### config.mk
export PLATFORM = sky130hd
export DESIGN_NAME = lru_page_replacement_core
export DESIGN_NICKNAME = d
export VERILOG_FILES = /design/src/hdl/lrupr_pkg.sv /design/src/hdl/lru_page_replacement_core.sv /design/src/hdl/lrupr_cell.sv
export SDC_FILE = /design/constraint.sdc
export NUM_CORES = 2
export LEC_CHECK = 0
export ABC_CLOCK_PERIOD_IN_PS = 9550
export BUFFER_PORTS_ARGS = -buffer_cell sky130_fd_sc_hd__buf_2
export CORE_UTILIZATION = 52
export DETAILED_ROUTE_END_ITERATION = 8
export GPL_ROUTABILITY_DRIVEN = 0
export GPL_TIMING_DRIVEN = 1
export PLACE_DENSITY = 0.68
export SYNTH_ARGS = -nofsm -noshare
export SYNTH_HDL_FRONTEND = slang
export SYNTH_HIERARCHICAL = 1
export SYNTH_SLANG_ARGS = --single-unit
### constraint.sdc
create_clock -name clk_i -period 9.55 [get_ports clk_i]
set_input_delay 1.91 -clock clk_i [delete_from_list [all_inputs] [get_ports clk_i]]
set_output_delay 1.91 -clock clk_i [all_outputs]
set_load 0.01 [all_outputs]
### src/hdl/lrupr_pkg.sv
`timescale 1ns / 1ps
`default_nettype none
// ----------------------------------------------------------------------------
// LRU page replacement package
// Shared widths, reset values and the structs that travel along the frame
// cell chain.
// ----------------------------------------------------------------------------
package lrupr_pkg;

  localparam int unsigned PAGE_W  = 16;
  localparam int unsigned STAMP_W = 32;
  localparam int unsigned TOTAL_W = 32;
  localparam int unsigned CFG_W   = 5;
  localparam int unsigned OIDX_W  = 4;

  localparam logic [CFG_W-1:0]   CFG_RESET = 5'd16;
  localparam logic [STAMP_W-1:0] STAMP_MAX = '1;
  localparam logic [TOTAL_W-1:0] TOTAL_MAX = '1;

  // Search token handed from one cell to the next.
  typedef struct packed {
    logic               live;
    logic [PAGE_W-1:0]  page;
    logic               found;
    logic               best_valid;
    logic [PAGE_W-1:0]  best_page;
    logic [STAMP_W-1:0] best_stamp;
  } tok_t;

  // Update broadcast to the cells when a request completes.
  typedef struct packed {
    logic               en;
    logic               fill;
    logic [PAGE_W-1:0]  page;
    logic [STAMP_W-1:0] stamp;
  } frame_wr_t;

endpackage

`default_nettype wire

### src/hdl/lru_page_replacement_core.sv
`timescale 1ns / 1ps
`default_nettype none
// ----------------------------------------------------------------------------
// LRU page replacement core
// Keeps a row of frame cells and serves page requests with least recently
// used replacement, reporting hit or fault, the frame used and any eviction.
// ----------------------------------------------------------------------------
//
//  Channel   Direction  Handshake                     Payload
//  request   in         page_valid_i / page_ready_o   page_number_i
//  result    out        result_valid_o / result_ready_i
//                                  hit, frame_index, evicted_valid/page, totals
//  config    in         cfg_we_i (no wait)            cfg_wdata_i (frames in use)
//
// A request walks the cell chain one frame per cycle while the result side does not stall,
// and the next request can be taken only once it has left the last cell.
// The result is registered; a new request is accepted while it waits.
// A stalled result holds the finished search token in the last cell.
// Reset clears all frames, the request clock and both totals.
// ----------------------------------------------------------------------------
module lru_page_replacement_core #(
  parameter int unsigned MAX_FRAMES = 16
) (
  input  wire                           clk_i,
  input  wire                           rst_ni,
  input  wire                           cfg_we_i,
  input  wire  [lrupr_pkg::CFG_W-1:0]   cfg_wdata_i,
  input  wire                           page_valid_i,
  output logic                          page_ready_o,
  input  wire  [lrupr_pkg::PAGE_W-1:0]  page_number_i,
  output logic                          result_valid_o,
  input  wire                           result_ready_i,
  output logic                          hit_o,
  output logic [lrupr_pkg::OIDX_W-1:0]  frame_index_o,
  output logic                          evicted_valid_o,
  output logic [lrupr_pkg::PAGE_W-1:0]  evicted_page_o,
  output logic [lrupr_pkg::TOTAL_W-1:0] hit_total_o,
  output logic [lrupr_pkg::TOTAL_W-1:0] fault_total_o
);
  import lrupr_pkg::*;

  localparam int unsigned IDX_W = (MAX_FRAMES > 1) ? $clog2(MAX_FRAMES) : 1;
  localparam int unsigned CNT_W = $clog2(MAX_FRAMES + 1);
  localparam int unsigned CMP_W = (CNT_W > CFG_W) ? CNT_W : CFG_W;
  localparam logic [CMP_W-1:0] MAX_N = CMP_W'(MAX_FRAMES);
  localparam logic [CMP_W-1:0] ONE_N = CMP_W'(1);

  logic [CFG_W-1:0]   frames_in_use_q;
  logic [CMP_W-1:0]   cfg_ext;
  logic [CMP_W-1:0]   active_n;
  logic               busy_q;
  logic [STAMP_W-1:0] clock_q;
  logic [TOTAL_W-1:0] hits_q, faults_q;
  logic               accept;
  logic               stall;
  logic               commit;
  logic               found;
  logic [IDX_W-1:0]   sel_idx;

  tok_t             tok_chain   [0:MAX_FRAMES];
  logic [IDX_W-1:0] match_chain [0:MAX_FRAMES];
  logic [IDX_W-1:0] best_chain  [0:MAX_FRAMES];
  logic [MAX_FRAMES-1:0] cell_use;
  logic [MAX_FRAMES-1:0] live_vec;
  frame_wr_t        frame_wr;

  // Frame count register.
  always_ff @(posedge clk_i or negedge rst_ni) begin
    if (!rst_ni) begin
      frames_in_use_q <= CFG_RESET;
    end else if (cfg_we_i) begin
      frames_in_use_q <= cfg_wdata_i;
    end
  end

  // Clamp the configured count to 1..MAX_FRAMES.
  always_comb begin
    cfg_ext = CMP_W'(frames_in_use_q);
    if (cfg_ext == '0) begin
      active_n = ONE_N;
    end else if (cfg_ext > MAX_N) begin
      active_n = MAX_N;
    end else begin
      active_n = cfg_ext;
    end
  end

  // Handshake and chain control.
  assign page_ready_o = !busy_q;
  assign accept       = page_valid_i && page_ready_o;
  assign stall        = tok_chain[MAX_FRAMES].live && result_valid_o && !result_ready_i;
  assign commit       = tok_chain[MAX_FRAMES].live && !stall;

  // Launch token for a new request.
  always_comb begin
    tok_chain[0]      = '0;
    tok_chain[0].live = accept;
    tok_chain[0].page = page_number_i;
    match_chain[0]    = '0;
    best_chain[0]     = '0;
  end

  // Row of frame cells.
  for (genvar k = 0; k < MAX_FRAMES; k++) begin : g_cell
    assign cell_use[k] = (CMP_W'(k) < active_n);
    assign live_vec[k] = tok_chain[k+1].live;

    lrupr_cell #(
      .IDX_W    (IDX_W),
      .CELL_IDX (k)
    ) u_cell (
      .clk_i       (clk_i),
      .rst_ni      (rst_ni),
      .advance_i   (!stall),
      .use_i       (cell_use[k]),
      .tok_i       (tok_chain[k]),
      .match_idx_i (match_chain[k]),
      .best_idx_i  (best_chain[k]),
      .tok_o       (tok_chain[k+1]),
      .match_idx_o (match_chain[k+1]),
      .best_idx_o  (best_chain[k+1]),
      .wr_i        (frame_wr),
      .wr_idx_i    (sel_idx)
    );
  end

  // Frame update when the token leaves the last cell.
  always_comb begin
    found          = tok_chain[MAX_FRAMES].found;
    sel_idx        = found ? match_chain[MAX_FRAMES] : best_chain[MAX_FRAMES];
    frame_wr.en    = commit;
    frame_wr.fill  = !found;
    frame_wr.page  = tok_chain[MAX_FRAMES].page;
    frame_wr.stamp = clock_q;
  end

  // Busy flag and saturating request clock.
  always_ff @(posedge clk_i or negedge rst_ni) begin
    if (!rst_ni) begin
      busy_q  <= 1'b0;
      clock_q <= '0;
    end else begin
      if (accept) begin
        busy_q <= 1'b1;
        if (clock_q != STAMP_MAX) begin
          clock_q <= clock_q + STAMP_W'(1);
        end
      end else if (commit) begin
        busy_q <= 1'b0;
      end
    end
  end

  // Saturating totals.
  always_ff @(posedge clk_i or negedge rst_ni) begin
    if (!rst_ni) begin
      hits_q   <= '0;
      faults_q <= '0;
    end else if (commit) begin
      if (found) begin
        if (hits_q != TOTAL_MAX) begin
          hits_q <= hits_q + TOTAL_W'(1);
        end
      end else if (faults_q != TOTAL_MAX) begin
        faults_q <= faults_q + TOTAL_W'(1);
      end
    end
  end

  // Result valid flag.
  always_ff @(posedge clk_i or negedge rst_ni) begin
    if (!rst_ni) begin
      result_valid_o <= 1'b0;
    end else if (commit) begin
      result_valid_o <= 1'b1;
    end else if (result_ready_i) begin
      result_valid_o <= 1'b0;
    end
  end

  // Result payload register.
  always_ff @(posedge clk_i) begin
    if (commit) begin
      hit_o           <= found;
      frame_index_o   <= OIDX_W'(sel_idx);
      evicted_valid_o <= !found && tok_chain[MAX_FRAMES].best_valid;
      evicted_page_o  <= (!found && tok_chain[MAX_FRAMES].best_valid) ?
                         tok_chain[MAX_FRAMES].best_page : '0;
      if (found) begin
        hit_total_o   <= (hits_q != TOTAL_MAX) ? hits_q + TOTAL_W'(1) : hits_q;
        fault_total_o <= faults_q;
      end else begin
        hit_total_o   <= hits_q;
        fault_total_o <= (faults_q != TOTAL_MAX) ? faults_q + TOTAL_W'(1) : faults_q;
      end
    end
  end

  // At most one request is ever walking the chain.
  a_one_token: assert property (@(posedge clk_i) disable iff (!rst_ni)
    $onehot0(live_vec))
    else $error("more than one live token in the cell chain");

  // A token in the chain always belongs to an accepted, unfinished request.
  a_token_busy: assert property (@(posedge clk_i) disable iff (!rst_ni)
    (live_vec != '0) |-> busy_q)
    else $error("live token while the core is not busy");

  // Completion releases the request side on the next cycle.
  a_commit_frees: assert property (@(posedge clk_i) disable iff (!rst_ni)
    commit |=> page_ready_o)
    else $error("core still busy after a request completed");

  // A hit never reports an eviction.
  a_hit_no_evict: assert property (@(posedge clk_i) disable iff (!rst_ni)
    (result_valid_o && hit_o) |-> !evicted_valid_o)
    else $error("eviction reported on a hit");

  // Without an eviction the evicted page reads as zero.
  a_evict_zero: assert property (@(posedge clk_i) disable iff (!rst_ni)
    (result_valid_o && !evicted_valid_o) |-> (evicted_page_o == '0))
    else $error("evicted page not zero without an eviction");

endmodule

`default_nettype wire

### src/hdl/lrupr_cell.sv
`timescale 1ns / 1ps
`default_nettype none
// ----------------------------------------------------------------------------
// LRU frame cell
// Holds one frame (valid, page, stamp), checks the passing search token for
// a match and for a smaller stamp, and registers the token for its neighbor.
// ----------------------------------------------------------------------------
module lrupr_cell #(
  parameter int unsigned IDX_W    = 4,
  parameter int unsigned CELL_IDX = 0
) (
  input  wire                    clk_i,
  input  wire                    rst_ni,
  input  wire                    advance_i,
  input  wire                    use_i,
  input  wire lrupr_pkg::tok_t   tok_i,
  input  wire  [IDX_W-1:0]       match_idx_i,
  input  wire  [IDX_W-1:0]       best_idx_i,
  output lrupr_pkg::tok_t        tok_o,
  output logic [IDX_W-1:0]       match_idx_o,
  output logic [IDX_W-1:0]       best_idx_o,
  input  wire lrupr_pkg::frame_wr_t wr_i,
  input  wire  [IDX_W-1:0]       wr_idx_i
);
  import lrupr_pkg::*;

  localparam logic [IDX_W-1:0] SELF = IDX_W'(CELL_IDX);

  logic               valid_q;
  logic [PAGE_W-1:0]  page_q;
  logic [STAMP_W-1:0] stamp_q;

  tok_t             tok_d, tok_q;
  logic [IDX_W-1:0] match_d, match_q;
  logic [IDX_W-1:0] best_d, best_q;

  // Match and minimum-stamp step for this frame.
  always_comb begin
    tok_d   = tok_i;
    match_d = match_idx_i;
    best_d  = best_idx_i;
    if (use_i && tok_i.live) begin
      if (!tok_i.found && valid_q && (page_q == tok_i.page)) begin
        tok_d.found = 1'b1;
        match_d     = SELF;
      end
      if ((CELL_IDX == 0) || (stamp_q < tok_i.best_stamp)) begin
        tok_d.best_valid = valid_q;
        tok_d.best_page  = page_q;
        tok_d.best_stamp = stamp_q;
        best_d           = SELF;
      end
    end
  end

  // Token register toward the next cell.
  always_ff @(posedge clk_i or negedge rst_ni) begin
    if (!rst_ni) begin
      tok_q   <= '0;
      match_q <= '0;
      best_q  <= '0;
    end else if (advance_i) begin
      tok_q   <= tok_d;
      match_q <= match_d;
      best_q  <= best_d;
    end
  end

  // Frame contents, updated when a request completes on this frame.
  always_ff @(posedge clk_i or negedge rst_ni) begin
    if (!rst_ni) begin
      valid_q <= 1'b0;
      page_q  <= '0;
      stamp_q <= '0;
    end else if (wr_i.en && (wr_idx_i == SELF)) begin
      stamp_q <= wr_i.stamp;
      if (wr_i.fill) begin
        valid_q <= 1'b1;
        page_q  <= wr_i.page;
      end
    end
  end

  assign tok_o       = tok_q;
  assign match_idx_o = match_q;
  assign best_idx_o  = best_q;

endmodule

`default_nettype wire

==> impl_results.md <==
- Vias in the first global route: 85,232
- Fraction of layout cells with a size suffix above 1: 16.54%
- Mapped Area: about 110,000 um^2
- LEAKAGE: 0.05656 uW
- Placed cell count: 13,243
- Worst vdd ir: between 0.0002 and 0.0003 V
- Initial core utilization: a little over half
- Fin nets: between 10,000 and 15,000
- Vias per cell: around 6.4
- Minimum clock period after layout: 5.153 ns
- IO Port Bufs: 113
- CP required: just over 10 ns
- CP Max Fanout: 33
- Final period util: 53.96%
- Die width: about 470 um
- Setup TNS: 0 ns
- RSZ-0062 raised after global routing: false
- Root buffer cell: clkbuf_16
- Fillers: around 18,000
- Worst setup SP type: primary input
- Hpwl dp: between 200,000 and 250,000 um
- Setup Crit Path Kind: in2reg
- Top Ports: ~110
- Detailed-route wire length: between 300,000 and 400,000 um
- Iteration-0 DRC Markers: between 8,000 and 9,000
- Post-CTS Hold Buffers: 0
- Inserted Clock Buffers: ~220
- Die area: 218,600 um^2
- Clock Latency Late Sink: between 0.8 and 0.9 ns
- Buf+Inv Stages, Crit Path: 5
- Vias: just under 90,000
- Area after DPL: roughly 120,000 um^2
- CTS clk-pin slew, worst paths: approximately 0.060 ns
- WL per Instance: about 25 um
- Fin cells: approximately 14,000
- Clk_skew: approximately 0.036 ns
- Setup bufs post-CTS: 0
- Largest net degree at the start of global routing: 214
- Syn. warnings: 6
- CTS tree: yes
- Crit path max-delay family: buffers and inverters
- GRT Total Usage: a little under a third
- Initial antenna violation count: 11
- Final-report setup violation count: 0
- Slowest stage delay, CP: slightly below 1 ns
- Mean Syn Cell Area: slightly above 10 um^2
- DIE HEIGHT: between 400 and 500 um
- Worst-Margin Slew: 1.298 ns
- Number of nets with antenna violations after routing: 0
- Clock Tree Buf Depth: 3
- Cells after synthesis: 10,898
- Worst setup EP type: flop
- Slowest CP cell: nand2_1
- Max Slew Vio Count: 0
- Final Hold Fails: 0
- Detailed-route DRC error count: 0
- Router iterations before antenna repair: 6
- H-tree Lvls: 4
- Std-Cell Rows: 170
- PwrDens: 159.7 nW/um^2
- Status: completed
- Max Cap Viol: 0
- Area Growth Syn to Fin: 8.869%
- Max-Slew Margin vs Limit: a little over an eighth
- Max Freq: between 0.15 and 0.2 GHz
- Worst-path cell chain: buf_2 > nand2b_1 > nand2_1 > inv_4 > buf_4 > nand4_1 > buf_4 > clkinv_1 > nand2_1 > mux2_2
- Critical path data arrival time: approximately 6 ns
- Grt ovf: 0
- First-pass GRT wire length: 516,400 um
- Min-Delay Path Class: reg2reg
- Design Area, Final: 122,700 um^2
- CTS sink count: between 2,000 and 2,500
- Post_cts resized: 0
- Core ar.: ~220,000 um^2
-- cell type report --
cell class,count,area [um^2],area share [%]
flip-flops and latches,2141,54010,44.03
multi-input cells,7339,52910,43.13
clock buffers,328,6575,5.360
well taps,2838,3551,2.895
inverters,616,2315,1.887
repair buffers,309,2290,1.867
clock inverters,79,994.7,0.8109
diodes,11,27.53,0.02244
-- stage by stage --
step	total power [uW]	hold WS [ns]	setup WS, ns	utilization (%)
2_1_floorplan	10230	0.4464	3.685	-
3_3_place_gp	10710	0.4689	3.731	53.51
3_5_place_dp	10760	0.4741	3.631	53.51
4_1_cts	19710	0.4697	4.508	57.03
5_1_grt	20210	0.5088	4.218	57.03
6_report	19590	0.4811	4.397	57.04
-- cells in the final DEF (no fill, tap or decap), drive strengths merged, types with 18 or more instances in the layout --
master / n
nor4: 88
conb: 60
xnor2: 144
nor3: 43
nand3: 141
xor2: 265
ha: 468
edfxtp: 86
nand2b: 41
nor2: 875
and3: 23
and2: 60
bufinv: 18
nand4: 136
o22a: 43
nand2: 535
dfrtp: 2054
o22ai: 40
clkbuf: 328
mux2: 957
inv: 619
buf: 309
a31oi: 1398
a21boi: 275
clkinv: 50
a21o: 22
o21ai: 154
o211ai: 657
mux2i: 53
and4: 30
a21oi: 665
-- sequential cells by signal (all words and copies together), names as in the netlist --
name	cells
g_cell.u_cell/tok_o	1040
fault_total_o	32
frame_index_o	4
g_cell.u_cell/best_idx_o	64
clock_q	32
hit_total_o	32
cfg_ext	5
hits_q	32
g_cell.u_cell/stamp_q	512
g_cell.u_cell/page_q	256
faults_q	32
hit_o	1
busy_q	1
g_cell.u_cell/match_idx_o	64
g_cell.u_cell/valid_q	16
evicted_page_o	16
evicted_valid_o	1
result_valid_o	1
-- worst paths after layout --
| check | from | end | slack, ns | cells after the start |
|---|---|---|---|---|
| worst max-delay path | result_ready_i | g_cell[3].u_cell/page_q[2]$_DFFE_PN0P_ | 4.40 | 10 |
| worst min-delay path | g_cell[3].u_cell/match_idx_o[0]$_DFFE_PN0P_ | g_cell[4].u_cell/match_idx_o[0]$_DFFE_PN0P_ | 0.48 | 2 |
| worst max register to register | g_cell[15].u_cell/tok_o[49]$_DFFE_PN0P_ | g_cell[11].u_cell/page_q[1]$_DFFE_PN0P_ | 5.06 | 8 |
| worst min register to register | g_cell[3].u_cell/match_idx_o[0]$_DFFE_PN0P_ | g_cell[4].u_cell/match_idx_o[0]$_DFFE_PN0P_ | 0.48 | 2 |
| max in group asynchronous | rst_ni | clock_q[9]$_DFFE_PN0P_ | 6.24 | 3 |
| min in group asynchronous | rst_ni | g_cell[10].u_cell/stamp_q[8]$_DFFE_PN0P_ | 1.06 | 1 |
-- where the power goes --
group	internal, uW	total (uW)	leakage (uW)	switching, uW
logic	344	900	0.0259	556
registers	9370	9700	0.0269	332
clock network	5240	8990	0.00373	3750
total	14900	19600	0.0566	4640
-- worst register-to-register path: stages, from the launching register on --
cell and delay (ns):
dfrtp_1 0.45, mux2_2 0.68, buf_4 0.37, nor2b_1 0.08, nand4_1 0.10, buf_4 0.37, clkinv_1 0.90, nand2_1 0.98
mux2_2 0.42
-- routing by layer --
layer | track usage [%] | vias up | part of all wire [%]
met5 | 0 | - | 0
met4 | 16.99 | 0 | 6.2
met3 | 4.482 | 947 | 6.4
met2 | 48.87 | 3409 | 47
met1 | 39.26 | 44169 | 40
li1 | - | 39410 | -
Note: power is estimated with default switching activity, not from simulation.
